==> src/rtl/pcfa_pkg.sv <==
package pcfa_pkg;

    localparam int PAGE_W          = 15;
    localparam int CPU_W           = 3;
    localparam int STATUS_W        = 2;
    localparam int LIST_W          = 6;   // holds a list index for up to 64 lists
    localparam int DEF_NUM_PAGES   = 32768;
    localparam int DEF_NUM_LISTS   = 8;
    localparam int QUEUE_DEPTH     = 2;
    localparam int QPTR_W          = $clog2(QUEUE_DEPTH);
    localparam int QCNT_W          = $clog2(QUEUE_DEPTH + 1);

    localparam logic [STATUS_W-1:0] ST_OK       = 2'd0;
    localparam logic [STATUS_W-1:0] ST_OOM      = 2'd1;
    localparam logic [STATUS_W-1:0] ST_BAD_FREE = 2'd2;

    localparam logic REQ_ALLOC = 1'b0;
    localparam logic REQ_FREE  = 1'b1;

    typedef enum logic [1:0] {
        OP_ALLOC = 2'd0,
        OP_FREE  = 2'd1,
        OP_BAD   = 2'd2
    } op_t;

    // Classified request handed from the front end to the list engine.
    // For an allocate, list is the requesting cpu and pref says it names a list.
    // For a free, list is the partition the page belongs to.
    typedef struct packed {
        op_t                op;
        logic               pref;
        logic [LIST_W-1:0]  list;
        logic [PAGE_W-1:0]  page;
    } cmd_t;

endpackage

==> src/rtl/pcfa_front.sv <==
module pcfa_front import pcfa_pkg::*; #(
    parameter int NUM_PAGES = DEF_NUM_PAGES,
    parameter int NUM_LISTS = DEF_NUM_LISTS
) (
    input  logic                aclk,
    input  logic                aresetn,
    input  logic                cfg_valid,
    output logic                cfg_ready,
    input  logic [PAGE_W-1:0]   cfg_data,
    input  logic                s_valid,
    output logic                s_ready,
    input  logic                s_req_type,
    input  logic [CPU_W-1:0]    s_cpu_id,
    input  logic [PAGE_W-1:0]   s_page_in,
    output logic                q_push_valid,
    input  logic                q_push_ready,
    output cmd_t                q_push_data
);

    // compare width covers both the page field and NUM_PAGES itself
    localparam int CW = $clog2(NUM_PAGES) + PAGE_W + 1;

    logic [PAGE_W-1:0]      free_floor_reg;
    logic                   in_range;
    logic [NUM_LISTS-1:0]   above_thr;
    logic [LIST_W-1:0]      part;
    logic                   cpu_ok;

    assign cfg_ready = 1'b1;

    always_ff @(posedge aclk) begin
        if (!aresetn) begin
            free_floor_reg <= '0;
        end else if (cfg_valid) begin
            free_floor_reg <= cfg_data;
        end
    end

    assign in_range = (s_page_in >= free_floor_reg) &&
                      (CW'(s_page_in) < CW'(NUM_PAGES));

    // partition = page * NUM_LISTS / NUM_PAGES, as a count of thresholds passed
    assign above_thr[0] = 1'b0;
    for (genvar k = 1; k < NUM_LISTS; k++) begin : g_thr
        localparam longint THR = (longint'(k) * NUM_PAGES + NUM_LISTS - 1) / NUM_LISTS;
        assign above_thr[k] = CW'(s_page_in) >= CW'(THR);
    end

    always_comb begin
        part = '0;
        for (int i = 0; i < NUM_LISTS; i++) begin
            part = part + LIST_W'(above_thr[i]);
        end
    end

    assign cpu_ok = (7'(s_cpu_id) < 7'(NUM_LISTS));

    always_comb begin
        q_push_data.page = s_page_in;
        if (s_req_type == REQ_FREE) begin
            q_push_data.op   = in_range ? OP_FREE : OP_BAD;
            q_push_data.pref = 1'b0;
            q_push_data.list = part;
        end else begin
            q_push_data.op   = OP_ALLOC;
            q_push_data.pref = cpu_ok;
            q_push_data.list = LIST_W'(s_cpu_id);
        end
    end

    assign q_push_valid = s_valid;
    assign s_ready      = q_push_ready;

endmodule

==> config.mk <==
export PLATFORM = sky130hd
export DESIGN_NAME = pcfa_front
export DESIGN_NICKNAME = d
export VERILOG_FILES = /design/src/rtl/pcfa_pkg.sv /design/src/rtl/pcfa_front.sv
export SDC_FILE = /design/constraint.sdc
export NUM_CORES = 1
export LEC_CHECK = 0
export ABC_AREA = 1
export ABC_CLOCK_PERIOD_IN_PS = 4550
export BUFFER_PORTS_ARGS = -buffer_cell sky130_fd_sc_hd__clkbuf_2
export CAP_MARGIN = 10
export CORE_MARGIN = 2
export CORE_UTILIZATION = 30
export DETAILED_ROUTE_END_ITERATION = 16
export SETUP_SLACK_MARGIN = 0.15
export SYNTH_ARGS = -nofsm -noshare
export SYNTH_HDL_FRONTEND = slang
export SYNTH_SLANG_ARGS = --single-unit
==> constraint.sdc <==
create_clock -name aclk -period 4.55 [get_ports aclk]
set_input_delay 0.91 -clock aclk [delete_from_list [all_inputs] [get_ports aclk]]
set_output_delay 0.91 -clock aclk [all_outputs]
set_load 0.01 [all_outputs]
==> flow_summary.toml <==
[setup_path]
end_kind = "output port"
worstSetupPathType = "in -> out"
r2r_start = "free_floor_reg[0]"
crit_start = "s_page_in[14]"
cp.arrival_ns = 3.32
start_kind = "input port"
cp_data_required_time_ns = 3.64
critical_path.max_fanout = 7

[die]
initial_core_util_pct = 30.7
core_area_um2 = 4320
die_y_um = 70.6
io_pins = 66
die_w_um = 70.6
fp.dieArea_um2 = 4980
fp-row-count = 24

[timing]
worstMarginPinSlew_ns = 0.727
setup_tns_ns = 0
finalMaxSlewViolations = 0
timing.final.crit_share_pct = 92.9
skew_ns = 0
whs_ns = 0.459
grt_setup_unrepaired = "no"
max_freq_mhz = 237
finalCriticalPeriod_ns = 4.23
setup_viol = 0
hold_viol_final = 0
slew-limit-headroom_pct = 51.5

[final_layout]
seq_area_um2 = 300
largest_reg_flops = 15
diodes = 0
area_growth_pct = 18.4
fin_nets = 285
final_cells = 278
fin_util_pct = 36.4
multi_input_area_um2 = 746
n_fill_cell = 481
final_layout_size_suffix_gt1_share_pct = 33.6

[placed_design]
place.gp.congestion = 0.734
place_hpwl_um = 2120
dp.cells = 274
port_buffers = 57

[run_status]
outcome = "completed"

[synthesis]
synth_area_leaders = "dfxtp_1 (23%), ha_1 (14%), buf_4 (12%), nand2_1 (9.3%), inv_1 (9.0%)"
ys_ff_latch = 15
ys_seq_area_share_pct = 22.6
synth_area_per_cell_um2 = 7.07
syn_inst = 188
synth_warnings = 0
synth_cell_types = 21
yosys.area.top_type = "dfxtp_1"
synth_top_area_share_pct = 22.6
synth_area_um2 = 1330

[routing]
route.vias.total = 1181
remaining_drc_errors = 0
antenna_left = 0
first_iter_violations = 24
drtPass1Iterations = 4
drt-vias-per-instance = 4.25
wl_um = 2450
wl_per_cell_um = 8.81

[clock_network]
clk-insertion-delay-late_ns = 0.25
cts.clk_slew.worst_paths_ns = 0.06
cts_root_buf = "clkbuf_8"
cts_max_level = 1
cts_setup_buffers = 0
tritoncts = "done"
cts_buffers = 3
cts_num_sinks = 15
clockBufferDepth = 2

[power_and_ir_drop]
p_total_uw = 383
pwr_density_cell_nw_per_um2 = 244
ir_drop_v = 0.000140
total_leakage_power_nw = 0.864

[grt]
grt_pass1_vias = 1083
grtUsageMet3_pct = 1.99
grtUsageMet1_pct = 12.4
gr-usage-all-layers_pct = 10.3
met2_usage_pct = 18.3
grt_pass1_wl_um = 4220
grt-busiest-layer = "met2"
gr-total-overflow = 0
antenna_found_initial = 0
grt_max_degree = 30

[job]
maxCapViolCount = 0

[min_path]
min_path_type = "reg -> reg"
min_from = "free_floor_reg[3]"
power by group:
part	internal, mW	switching [mW]
Clock	0.0621	0.0490
Sequential	0.141	0.00223
Combinational	0.0549	0.0744
Total	0.258	0.126
final timing paths:
kind,to,slack [ns],depth (start not counted)
worst max-delay path,q_push_data[16],0.32,10
worst max register to register,free_floor_reg[0],3.94,2
worst min register to register,free_floor_reg[3],0.46,2
worst min-delay path,free_floor_reg[3],0.46,2
kinds of logic (layout without fill, tap and decap cells):
group | after synthesis | in the layout | share of synthesized area, %
other cells | 2 | 4 | 0.565
compound gates | 36 | 36 | 13.8
simple gates | 57 | 57 | 19.8
flops | 15 | 15 | 22.6
fa+ha+maj | 19 | 19 | 20.2
buf+inv | 59 | 95 | 23.1
worst max-delay path, stage by stage:
cell and delay, ns:
clkbuf_4 0.16, nor3_4 0.19, fa_1 0.45, fa_1 0.49, inv_1 0.05, fa_2 0.38
fa_1 0.48, nand2_1 0.05, nand2_1 0.05, buf_2 0.12
through the flow:
step                setup WS (ns)  area, um^2
detailed placement         0.0865        1510
global route                0.215        1570
CTS                         0.157        1560
floorplan                   0.393        1340
global placement            0.128        1510
finish                      0.322        1570
repair_timing:
item	in CTS	in global routing
pin swaps	0	3
cloned	0	0
gates resized for setup	1	7
hold buffers	0	0
endpoints found under the setup margin	1	2
layer usage:
| layer | vias up | wire (um) | share of wire [%] |
|---|---|---|---|
| li1 | 639 | - | - |
| met1 | 495 | 1070 | 44 |
| met2 | 42 | 1180 | 48 |
| met3 | 5 | 160 | 6.5 |
| met4 | 0 | 34 | 1.4 |
| met5 | - | 0 | 0 |
cell usage after synthesis:
master,instances
nand2_1,33
ha_1,15
nor2_2,2
nor2_1,8
nor2_4,2
buf_2,4
nand3_2,1
a21oi_1,19
nand2_2,5
nor3_1,1
conb_1,2
fa_1,4
inv_2,1
nand3_1,4
dfxtp_1,15
nand3b_1,1
clkinv_2,1
o21ai_0,16
a21oi_2,1
inv_1,32
buf_4,21
area by class of cell:
type / instances / area share [%]
inverters: 34 / 8.19
multi-input cells: 116 / 47.4
flip-flops and latches: 15 / 19.1
repair buffers: 57 / 18.3
well taps: 52 / 4.14
clock buffers: 4 / 2.86
cell usage in the layout (no fill, tap or decap), types with 2 or more instances in the layout:
cell,Yosys,final
clkbuf_8,0,3
nand2_2,5,5
a21oi_1,19,19
conb_1,2,4
nor2_4,2,2
inv_1,32,32
nand3_1,4,4
o21ai_0,16,16
dfxtp_1,15,15
fa_1,4,3
nor2_1,8,7
nand2_1,33,33
buf_2,4,2
ha_1,15,15
clkbuf_2,0,54
nor2_2,2,3
Note: power is estimated with default switching activity, not from simulation.
