==> src/rtl/pcfa_pkg.sv <==
package pcfa_pkg;

    localparam int PAGE_W          = 15;
    localparam int CPU_W           = 3;
    localparam int STATUS_W        = 2;
    localparam int LIST_W          = 6;   // holds a list index for up to 64 lists
    localparam int DEF_NUM_PAGES   = 32768;
    localparam int DEF_NUM_LISTS   = 8;
    localparam int QUEUE_DEPTH     = 2;
    localparam int QPTR_W          = $clog2(QUEUE_DEPTH);
    localparam int QCNT_W          = $clog2(QUEUE_DEPTH + 1);

    localparam logic [STATUS_W-1:0] ST_OK       = 2'd0;
    localparam logic [STATUS_W-1:0] ST_OOM      = 2'd1;
    localparam logic [STATUS_W-1:0] ST_BAD_FREE = 2'd2;

    localparam logic REQ_ALLOC = 1'b0;
    localparam logic REQ_FREE  = 1'b1;

    typedef enum logic [1:0] {
        OP_ALLOC = 2'd0,
        OP_FREE  = 2'd1,
        OP_BAD   = 2'd2
    } op_t;

    // Classified request handed from the front end to the list engine.
    // For an allocate, list is the requesting cpu and pref says it names a list.
    // For a free, list is the partition the page belongs to.
    typedef struct packed {
        op_t                op;
        logic               pref;
        logic [LIST_W-1:0]  list;
        logic [PAGE_W-1:0]  page;
    } cmd_t;

endpackage

==> src/rtl/pcfa_queue.sv <==
module pcfa_queue import pcfa_pkg::*; (
    input  logic    aclk,
    input  logic    aresetn,
    input  logic    push_valid,
    output logic    push_ready,
    input  cmd_t    push_data,
    output logic    pop_valid,
    input  logic    pop_ready,
    output cmd_t    pop_data
);

    cmd_t               entry_reg [QUEUE_DEPTH];
    logic [QPTR_W-1:0]  wr_ptr_reg;
    logic [QPTR_W-1:0]  rd_ptr_reg;
    logic [QCNT_W-1:0]  count_reg;
    logic               push;
    logic               pop;

    assign push_ready = (count_reg != QCNT_W'(QUEUE_DEPTH));
    assign pop_valid  = (count_reg != '0);
    assign push       = push_valid && push_ready;
    assign pop        = pop_valid && pop_ready;
    assign pop_data   = entry_reg[rd_ptr_reg];

    always_ff @(posedge aclk) begin
        if (!aresetn) begin
            wr_ptr_reg <= '0;
            rd_ptr_reg <= '0;
            count_reg  <= '0;
        end else begin
            if (push) begin
                wr_ptr_reg <= (wr_ptr_reg == QPTR_W'(QUEUE_DEPTH - 1)) ? '0 : wr_ptr_reg + 1'b1;
            end
            if (pop) begin
                rd_ptr_reg <= (rd_ptr_reg == QPTR_W'(QUEUE_DEPTH - 1)) ? '0 : rd_ptr_reg + 1'b1;
            end
            if (push && !pop) begin
                count_reg <= count_reg + 1'b1;
            end else if (pop && !push) begin
                count_reg <= count_reg - 1'b1;
            end
        end
    end

    always_ff @(posedge aclk) begin
        if (push) begin
            entry_reg[wr_ptr_reg] <= push_data;
        end
    end

    a_count_bound: assert property (@(posedge aclk) disable iff (!aresetn)
        count_reg <= QCNT_W'(QUEUE_DEPTH))
        else $error("queue count beyond depth");

    a_ptr_gap: assert property (@(posedge aclk) disable iff (!aresetn)
        (count_reg == '0) |-> (wr_ptr_reg == rd_ptr_reg))
        else $error("empty queue with pointers apart");

endmodule

==> config.mk <==
export PLATFORM = sky130hd
export DESIGN_NAME = pcfa_queue
export DESIGN_NICKNAME = d
export VERILOG_FILES = /design/src/rtl/pcfa_pkg.sv /design/src/rtl/pcfa_queue.sv
export SDC_FILE = /design/constraint.sdc
export NUM_CORES = 1
export LEC_CHECK = 0
export BUFFER_PORTS_ARGS = -buffer_cell sky130_fd_sc_hd__buf_2
export CELL_PAD_IN_SITES_DETAIL_PLACEMENT = 0
export CELL_PAD_IN_SITES_GLOBAL_PLACEMENT = 1
export CORE_MARGIN = 2
export CORE_UTILIZATION = 42
export CTS_CLUSTER_SIZE = 30
export DETAILED_ROUTE_END_ITERATION = 8
export GPL_TIMING_DRIVEN = 0
export PLACE_DENSITY_LB_ADDON = 0.2
export REMOVE_ABC_BUFFERS = 1
export SYNTH_ARGS = -nofsm -noshare
export SYNTH_HDL_FRONTEND = slang
export SYNTH_SLANG_ARGS = --single-unit
==> constraint.sdc <==
create_clock -name aclk -period 2.3 [get_ports aclk]
set_input_delay 0.23 -clock aclk [delete_from_list [all_inputs] [get_ports aclk]]
set_output_delay 0.23 -clock aclk [all_outputs]
set_load 0.02 [all_outputs]
==> qor.json, run 1 <==
{
  "die_w_um": 72.5,
  "worst_slew_pin_slew_ns": 1.15,
  "largest_register_ff_count": 48,
  "clkTransAtPathRegs_ns": 0.08,
  "seqPwrFrac": 0.521,
  "p_switching_uw": 767,
  "max-clock-path-buffers": 2,
  "p_sw_frac": 0.304,
  "grt_antenna_before_repair": 0,
  "drt-pass1-iter-count": 4,
  "hold_fix_buffers_cts": 0,
  "grt_util_all_layers": 0.123,
  "category_of_the_worst_setup_path_capture_point": "flip-flop",
  "die_y_um": 72.5,
  "critPathKind": "flip-flop to flip-flop",
  "required_ns": 2.21,
  "synth_sequential_area_ratio": 0.783,
  "synth_seq_cells": 53,
  "placementRows": 24,
  "share_clk_of_total_power": 0.192,
  "clock-skew-final_ns": 0.00516,
  "buffer_ports.inserted": 53,
  "timing_hold_violations_final": 0,
  "synth_cell_types": 19,
  "insertion_delay_ns": 0.29,
  "grt_max_degree": 25,
  "final_core_utilization": 0.532,
  "dpl_worst_slack_ns": 0.334,
  "crit_slowest_cell": "sky130_fd_sc_hd__and3_1",
  "synthesis.area_um2": 1970,
  "status": "completed",
  "floorplan.initialDensity": 0.443,
  "first_global_vias": 982,
  "placed_cell_area_um2": 2280,
  "relSlewSlack": 0.234,
  "post_route_cells_drive_above_1_share": 0.548,
  "worst_hold_slack_ns": 0.120,
  "vias_per_cell": 4.87,
  "tritoncts": "done",
  "globalRoute.totalOverflow": 0,
  "clkSinkCount": 53,
  "multi_input_area_um2": 409,
  "post_syn_instances": 99,
  "unrepaired_setup_endpoints_after_global_routing": "no",
  "final_area_um2": 2370,
  "worst-r2r-setup-slack_ns": 0.37,
  "power.leakage_uw": 0.000889,
  "cts-buffers-inserted": 5,
  "drc_errors": 0,
  "ys.warnings.count": 0,
  "setup-tns-final_ns": 0,
  "setup.worst_path.start_class": "flip-flop",
  "final_critical_path_setup_slack_ns": 0.369,
  "ctsRootBufferMaster": "sky130_fd_sc_hd__clkbuf_8",
  "nets": 185,
  "sequential_cell_area_um2": 1540,
  "diodes": 0,
  "power_frac_comb": 0.288,
  "crit_path_cell_trace": "nand2b_4, and3_1",
  "fmaxAchievable_mhz": 518,
  "power_per_cell_area_nw_per_um2": 1070,
  "critical_path_peak_fanout": 24,
  "pin_count": 54,
  "postRouteAntennaNets": 0,
  "timing.final.max_slew_violations": 0,
  "avgRoutedWirePerCell_um": 14.6,
  "post_synth.cell_area_avg_um2": 19.9,
  "reported_max_cap_violation_count": 0,
  "layout_worst_path_cycle_share": 0.840,
  "area_delta_synth_final_pct": 20.1,
  "vias": 1017,
  "timing.final.crit_period_ns": 1.93,
  "route.final.wire_length_mm": 3.06,
  "grt_pass1_wl_mm": 4.75,
  "routabilityCongestion": 0.657,
  "path_class_of_the_lowest_slack_min_delay_path": "primary input to flip-flop",
  "vdd.ir_drop.worst_mv": 0.736,
  "drt_first_iter_violations": 83,
  "cp.arrival_ns": 1.84,
  "timing.critical_path.slowest_cell_delay_ns": 0.93,
  "core_um2": 4440,
  "total_die_area_um2": 5250,
  "setup-violations-final": 0,
  "fillerInstances": 401,
  "cts_htree_levels": 2,
  "internal-power_uw": 1760,
  "detailedPlacementHpwl_mm": 2.00
}
[final cells by class]
type                            count  area share
Multi-Input combinational cell     42       0.173
Inverter                            1     0.00159
Sequential cell                    53       0.652
Timing Repair Buffer               53       0.112
Tap cell                           52      0.0275
Clock buffer                        8      0.0338
[logic make-up after synthesis]
logic type	share of synthesized area
xor gates and xnor gates	0.0133
AOI/OAI and AO/OA	0.0178
muxes	0.137
buffers and inverters	0.00953
DFF	0.783
and+or+nand+nor	0.0330
adders and majority gates	0.00635
[critical path, delay by kind of cell (launching register included)]
kind	cells	cell delay [ns]
flops	1	0.43
simple gates	2	1.11
[timing repair]
action | CTS | global route
endpoints found under the setup margin | 0 | 4
buffers inserted | 0 | 0
gates resized for setup | 0 | 1
[cells in the mapped netlist]
library cell,number,area (µm²)
sky130_fd_sc_hd__buf_2,3,15.0
sky130_fd_sc_hd__or3_1,1,6.26
sky130_fd_sc_hd__a21bo_2,1,10.0
sky130_fd_sc_hd__nand2b_4,1,13.8
sky130_fd_sc_hd__xnor2_1,2,17.5
sky130_fd_sc_hd__o21ai_1,1,5.00
sky130_fd_sc_hd__or2_2,1,6.26
sky130_fd_sc_hd__a21boi_0,1,7.51
sky130_fd_sc_hd__nand3b_1,1,7.51
sky130_fd_sc_hd__ha_1,1,12.5
sky130_fd_sc_hd__dfxtp_1,5,100
sky130_fd_sc_hd__o21ai_0,1,5.00
sky130_fd_sc_hd__xor2_1,1,8.76
sky130_fd_sc_hd__a21boi_1,1,7.51
sky130_fd_sc_hd__and2_1,4,25.0
sky130_fd_sc_hd__edfxtp_1,48,1440
sky130_fd_sc_hd__and3_1,1,6.26
sky130_fd_sc_hd__inv_1,1,3.75
sky130_fd_sc_hd__mux2_2,24,270
[layer usage]
metal	track usage	vias up	routed length, µm
li1	-	490	-
met1	0.151	491	1330
met2	0.196	30	1490
met3	0.0514	6	192
met4	0.0432	0	47
met5	0	-	0
[power by group through the flow]
| stage | Clock, µW | Combinational, µW | Sequential (µW) |
|---|---|---|---|
| 2_1_floorplan | 0 | 531 | 1300 |
| 3_3_place_gp | 0 | 730 | 1330 |
| 3_5_place_dp | 0 | 742 | 1340 |
| 4_1_cts | 501 | 744 | 1320 |
| 5_1_grt | 542 | 775 | 1340 |
| 6_report | 484 | 727 | 1320 |
[final timing paths]
path | cells past startpoint | start | end
max reg2reg | 2 | count_reg[0] | entry_reg[1][5]
min | 1 | push_data[9] | entry_reg[1][9]
max | 2 | count_reg[0] | entry_reg[1][5]
min reg2reg | 2 | count_reg[1] | count_reg[1]
[layout by cell type (no fill, tap or decap), types with 2 or more instances in the layout]
cell type | synthesis | routed
sky130_fd_sc_hd__mux2_2 | 24 | 24
sky130_fd_sc_hd__and2_1 | 4 | 4
sky130_fd_sc_hd__clkbuf_8 | 0 | 5
sky130_fd_sc_hd__xnor2_1 | 2 | 2
sky130_fd_sc_hd__edfxtp_1 | 48 | 48
sky130_fd_sc_hd__dfxtp_1 | 5 | 4
sky130_fd_sc_hd__clkbuf_1 | 0 | 3
sky130_fd_sc_hd__buf_2 | 3 | 53
[through the flow]
stage	std cells	total power [µW]
2_1_floorplan	96	1840
3_3_place_gp	201	2060
3_5_place_dp	201	2080
4_1_cts	209	2560
5_1_grt	209	2660
6_report	209	2530
(Power assumes the default switching activity.)
==> run 2: changes to the inputs <==
==> constraint.sdc (replaced) <==
create_clock -name aclk -period 1.8 [get_ports aclk]
set_input_delay 0.18 -clock aclk [delete_from_list [all_inputs] [get_ports aclk]]
set_output_delay 0.18 -clock aclk [all_outputs]
set_load 0.02 [all_outputs]
==> qor.json, run 2 (synthesis gave the netlist of run 1 again) <==
{
  "core_um2": 4440,
  "critical_path_peak_fanout": 5,
  "buffer_ports.inserted": 53,
  "crit_path_cell_trace": "nand2b_4, and2_1, ha_1, or3_1, a21boi_1",
  "timing_hold_violations_final": 0,
  "setup-tns-final_ns": 0,
  "vdd.ir_drop.worst_mv": 0.949,
  "leading_cell_types_in_the_layout_fill_and_taps_excluded": "sky130_fd_sc_hd__buf_2 (53), sky130_fd_sc_hd__edfxtp_1 (48), sky130_fd_sc_hd__mux2_2 (24), sky130_fd_sc_hd__clkbuf_8 (5)",
  "grt_pass1_wl_mm": 4.81,
  "relSlewSlack": 0.607,
  "nets": 185,
  "globalRoute.totalOverflow": 0,
  "globalRouteMet2Util": 0.200,
  "drt-pass1-iter-count": 4,
  "setup-violations-final": 0,
  "die_w_um": 72.5,
  "diodes": 0,
  "worst_slew_pin_slew_ns": 0.590,
  "reported_max_cap_violation_count": 0,
  "power.leakage_uw": 0.000882,
  "grt_max_degree": 25,
  "p_sw_frac": 0.304,
  "final_cells": 209,
  "timing.final.max_slew_violations": 0,
  "setup.worst_path.end": "count_reg[1]",
  "vias_per_cell": 4.88,
  "fmaxAchievable_mhz": 621,
  "internal-power_uw": 2250,
  "drt_first_iter_violations": 83,
  "worst-r2r-setup-slack_ns": 0.19,
  "layout_worst_path_cycle_share": 0.895,
  "timing.critical_path.slowest_cell_delay_ns": 0.37,
  "cts_htree_levels": 2,
  "place_inst": 201,
  "hold_fix_buffers_cts": 0,
  "largest_register_ff_count": 48,
  "first_global_vias": 1000,
  "clkSinkCount": 53,
  "clkTransAtPathRegs_ns": 0.08,
  "fillerInstances": 402,
  "cp.arrival_ns": 1.84,
  "postCtsSetupBuffers": 0,
  "tritoncts": "done",
  "final_area_um2": 2370,
  "globalRouteMet1Util": 0.151,
  "ff2ff_path_depth": 5,
  "ctsRootBufferMaster": "sky130_fd_sc_hd__clkbuf_8",
  "status": "completed",
  "required_ns": 2.03,
  "timing.final.crit_period_ns": 1.61,
  "grt_util_all_layers": 0.124,
  "floorplan.initialDensity": 0.443,
  "route.final.wire_length_mm": 3.08,
  "area_delta_synth_final_pct": 20.5,
  "clock-skew-final_ns": 0.00511,
  "setup.worst_path.start_class": "flip-flop",
  "max-clock-path-buffers": 2,
  "power_per_cell_area_nw_per_um2": 1360,
  "post_route_cells_drive_above_1_share": 0.561,
  "multi_input_area_um2": 410,
  "seqPwrFrac": 0.520,
  "routabilityCongestion": 0.657,
  "final_core_utilization": 0.534,
  "sequential_cell_area_um2": 1550,
  "crit_slowest_cell": "sky130_fd_sc_hd__dfxtp_1",
  "path_class_of_the_lowest_slack_min_delay_path": "primary input to flip-flop",
  "groute.layer.met3.usage": 0.0514,
  "critPathKind": "flip-flop to flip-flop",
  "cts-buffers-inserted": 5,
  "total_die_area_um2": 5250,
  "postCtsResizedCells": 4,
  "rr_startpoint": "count_reg[0]",
  "grt_antenna_before_repair": 0,
  "placed_cell_area_um2": 2280,
  "layout.cells.most_common": "sky130_fd_sc_hd__buf_2",
  "insertion_delay_ns": 0.29,
  "power_frac_comb": 0.289,
  "pin_count": 54,
  "p_switching_uw": 984,
  "vias": 1019,
  "design_power_total_uw": 3240,
  "postRouteAntennaNets": 0,
  "placementRows": 24,
  "crit-reg2reg-capture": "count_reg[1]",
  "global_route.peak_usage_layer": "met2",
  "category_of_the_worst_setup_path_capture_point": "flip-flop",
  "drc_errors": 0,
  "critPathLaunch": "count_reg[0]",
  "detailedPlacementHpwl_mm": 2.00,
  "share_clk_of_total_power": 0.191,
  "die_y_um": 72.5,
  "unrepaired_setup_endpoints_after_global_routing": "no",
  "avgRoutedWirePerCell_um": 14.7
}
## run 2: cell types whose count changed in the layout (fill, tap and decap cells not counted)
cell / before / now
sky130_fd_sc_hd__clkinvlp_4: 0 / 1
sky130_fd_sc_hd__and3_2: 0 / 1
sky130_fd_sc_hd__dfxtp_4: 0 / 1
sky130_fd_sc_hd__inv_1: 1 / 0
sky130_fd_sc_hd__and3_1: 1 / 0
sky130_fd_sc_hd__dfxtp_2: 1 / 0
## run 2: how the worst min path moves through the flow
stage | start | slack (ns) | endpoint | cells after the start
floorplan | push_data[0] | 0.28 | entry_reg[0][0] | 0
global placement | push_data[4] | 0.37 | entry_reg[0][4] | 1
detailed placement | push_data[4] | 0.37 | entry_reg[0][4] | 1
CTS | push_data[10] | 0.06 | entry_reg[1][10] | 1
global route | push_data[22] | 0.05 | entry_reg[1][22] | 1
finish | push_data[9] | 0.07 | entry_reg[1][9] | 1
## run 2: through the flow
| stage | hold slack (ns) | worst slack, ns |
|---|---|---|
| final | 0.0702 | 0.190 |
| after global routing | 0.0500 | 0.0604 |
| after CTS | 0.0605 | 0.168 |
| after detailed placement | 0.372 | -0.166 |
| after global placement | 0.368 | -0.123 |
| after floorplan | 0.279 | 0.162 |
## run 2: layer usage
layer	wire length, µm	vias up
li1	-	490
met1	1330	493
met2	1510	30
met3	192	6
met4	47	0
met5	0	-
## run 2: area by class of cell
| cell class | instances | share of cell area |
|---|---|---|
| Timing Repair Buffer | 53 | 0.112 |
| Clock buffer | 8 | 0.0337 |
| Sequential cell | 53 | 0.651 |
| Tap cell | 52 | 0.0274 |
| Multi-Input combinational cell | 42 | 0.173 |
| Inverter | 1 | 0.00316 |
## run 2: critical path: cells and delay by family, from the launching register on
| family | cells | cell delay [ns] |
|---|---|---|
| fa+ha+maj | 1 | 0.34 |
| simple gates | 3 | 0.69 |
| flops | 1 | 0.37 |
| compound gates | 1 | 0.14 |
## run 2: power by group through the flow
| stage | clock [µW] | sequential (µW) | combinational, µW |
|---|---|---|---|
| 3_5_place_dp | 0 | 1720 | 948 |
| 5_1_grt | 693 | 1710 | 997 |
| 6_report | 619 | 1680 | 936 |
| 3_3_place_gp | 0 | 1700 | 933 |
| 4_1_cts | 640 | 1690 | 952 |
| 2_1_floorplan | 0 | 1670 | 679 |
==> run 3: changes to the inputs <==
--- a/config.mk
+++ b/config.mk
@@ -12,7 +12,6 @@
 export CORE_UTILIZATION = 42
 export CTS_CLUSTER_SIZE = 30
 export DETAILED_ROUTE_END_ITERATION = 8
-export GPL_TIMING_DRIVEN = 0
 export PLACE_DENSITY_LB_ADDON = 0.2
 export REMOVE_ABC_BUFFERS = 1
 export SYNTH_ARGS = -nofsm -noshare
==> qor.json, run 3 (synthesis gave the netlist of run 1 again) <==
{
  "route.final.wire_length_mm": 3.41,
  "crit-reg2reg-capture": "count_reg[1]",
  "min-delay-start": "push_data[23]",
  "grt_pass1_wl_mm": 5.39,
  "design_power_total_uw": 3290,
  "floorplan.initialDensity": 0.443,
  "worst_hold_path.num_cells": 1,
  "globalRoute.totalOverflow": 0,
  "final_core_utilization": 0.543,
  "core_um2": 4440,
  "drt_first_iter_violations": 42,
  "fmaxAchievable_mhz": 600,
  "largest_register_ff_count": 48,
  "fillerInstances": 372,
  "timing.final.max_slew_violations": 0,
  "timing_hold_violations_final": 0,
  "critPathKind": "flip-flop to flip-flop",
  "vdd.ir_drop.worst_mv": 0.740,
  "cts-buffers-inserted": 5,
  "placed_cell_area_um2": 2330,
  "clkTransAtPathRegs_ns": 0.09,
  "reported_max_cap_violation_count": 0,
  "layout_worst_path_cycle_share": 0.927,
  "timing.hold.worst_endpoint": "entry_reg[1][23]",
  "ctsRootBufferMaster": "sky130_fd_sc_hd__clkbuf_8",
  "setup-violations-final": 0,
  "clkSinkCount": 53,
  "diodes": 0,
  "grt_max_degree": 16,
  "drt-pass1-iter-count": 4,
  "timing.final.crit_period_ns": 1.67,
  "nets": 191,
  "power.leakage_uw": 0.000923,
  "setup-tns-final_ns": 0,
  "max-clock-path-buffers": 2,
  "avgRoutedWirePerCell_um": 15.8,
  "relSlewSlack": 0.828,
  "power_per_cell_area_nw_per_um2": 1370,
  "grt_util_all_layers": 0.139,
  "leading_cell_types_in_the_layout_fill_and_taps_excluded": "sky130_fd_sc_hd__buf_2 (53), sky130_fd_sc_hd__edfxtp_1 (48), sky130_fd_sc_hd__mux2_2 (24), sky130_fd_sc_hd__buf_4 (6)",
  "vias_per_cell": 4.87,
  "area_delta_synth_final_pct": 22.4,
  "clock-skew-final_ns": 0.00599,
  "total_die_area_um2": 5250,
  "unrepaired_setup_endpoints_after_global_routing": "no",
  "ff2ff_path_depth": 5,
  "worst-r2r-setup-slack_ns": 0.13,
  "place_inst": 207,
  "worst_slew_pin_slew_ns": 0.258,
  "insertion_delay_ns": 0.30,
  "tritoncts": "done",
  "layout.cells.most_common": "sky130_fd_sc_hd__buf_2",
  "pin_count": 54,
  "critical_path_peak_fanout": 5,
  "cts_htree_levels": 2,
  "grt_antenna_before_repair": 0,
  "post_route_cells_drive_above_1_share": 0.564,
  "rr_startpoint": "count_reg[0]",
  "first_global_vias": 1173,
  "buffer_ports.inserted": 53,
  "vias": 1048,
  "category_of_the_worst_setup_path_capture_point": "flip-flop",
  "die_w_um": 72.5,
  "die_y_um": 72.5,
  "detailedPlacementHpwl_mm": 2.47,
  "hold_fix_buffers_cts": 0,
  "routabilityCongestion": 0.668,
  "required_ns": 2.02,
  "postRouteAntennaNets": 0,
  "postCtsResizedCells": 0,
  "cp.arrival_ns": 1.89,
  "setup.worst_path.start_class": "flip-flop",
  "status": "completed",
  "drc_errors": 0,
  "postCtsSetupBuffers": 0,
  "placementRows": 24,
  "final_cells": 215,
  "path_class_of_the_lowest_slack_min_delay_path": "primary input to flip-flop",
  "final_area_um2": 2410
}
==> run 3: worst max-delay path, stage by stage, from the launching register on <==
cell and delay [ns]:
sky130_fd_sc_hd__dfxtp_1 0.37, sky130_fd_sc_hd__nand2b_4 0.17, sky130_fd_sc_hd__and2_1 0.16, sky130_fd_sc_hd__ha_1 0.33
sky130_fd_sc_hd__or3_1 0.39, sky130_fd_sc_hd__a21boi_1 0.17
==> run 3: cell type report <==
| class | count | area (µm²) | area share |
|---|---|---|---|
| sequential | 53 | 1540 | 0.639 |
| multi-input combinational | 42 | 409 | 0.170 |
| timing repair buffer | 59 | 310 | 0.129 |
| clock buffer | 5 | 68.8 | 0.0285 |
| tap | 52 | 65.1 | 0.0270 |
| clock inverter | 3 | 12.5 | 0.00519 |
| inverter | 1 | 3.75 | 0.00156 |
==> run 3: power by group <==
group	switching, µW	internal (µW)	leakage [µW]
Combinational	605	465	0.000390
Sequential	65.3	1540	0.000490
Clock	354	262	0.0000430
==> run 3: worst max-delay path by stage <==
stage	start	to	slack [ns]	cells past startpoint
after detailed placement	count_reg[0]	count_reg[1]	0.15	5
after CTS	count_reg[0]	count_reg[1]	0.13	5
after global routing	count_reg[1]	count_reg[1]	0.08	6
after floorplan	count_reg[0]	entry_reg[1][0]	0.16	2
after global placement	count_reg[0]	count_reg[1]	0.30	5
final	count_reg[0]	count_reg[1]	0.13	5
==> run 3: routing by layer <==
metal / track usage / wire length (µm) / part of all wire
met3: 0.0431 / 194 / 0.057
met5: 0 / 0 / 0
met2: 0.244 / 1760 / 0.52
met4: 0.0617 / 40 / 0.012
met1: 0.156 / 1410 / 0.41
==> run 3: stage by stage <==
stage                     hold WS [ns]  setup WS (ns)
final                           0.0645          0.132
after global routing            0.0522         0.0778
after CTS                       0.0572          0.126
after detailed placement         0.372          0.154
after global placement           0.369          0.296
after floorplan                  0.279          0.162
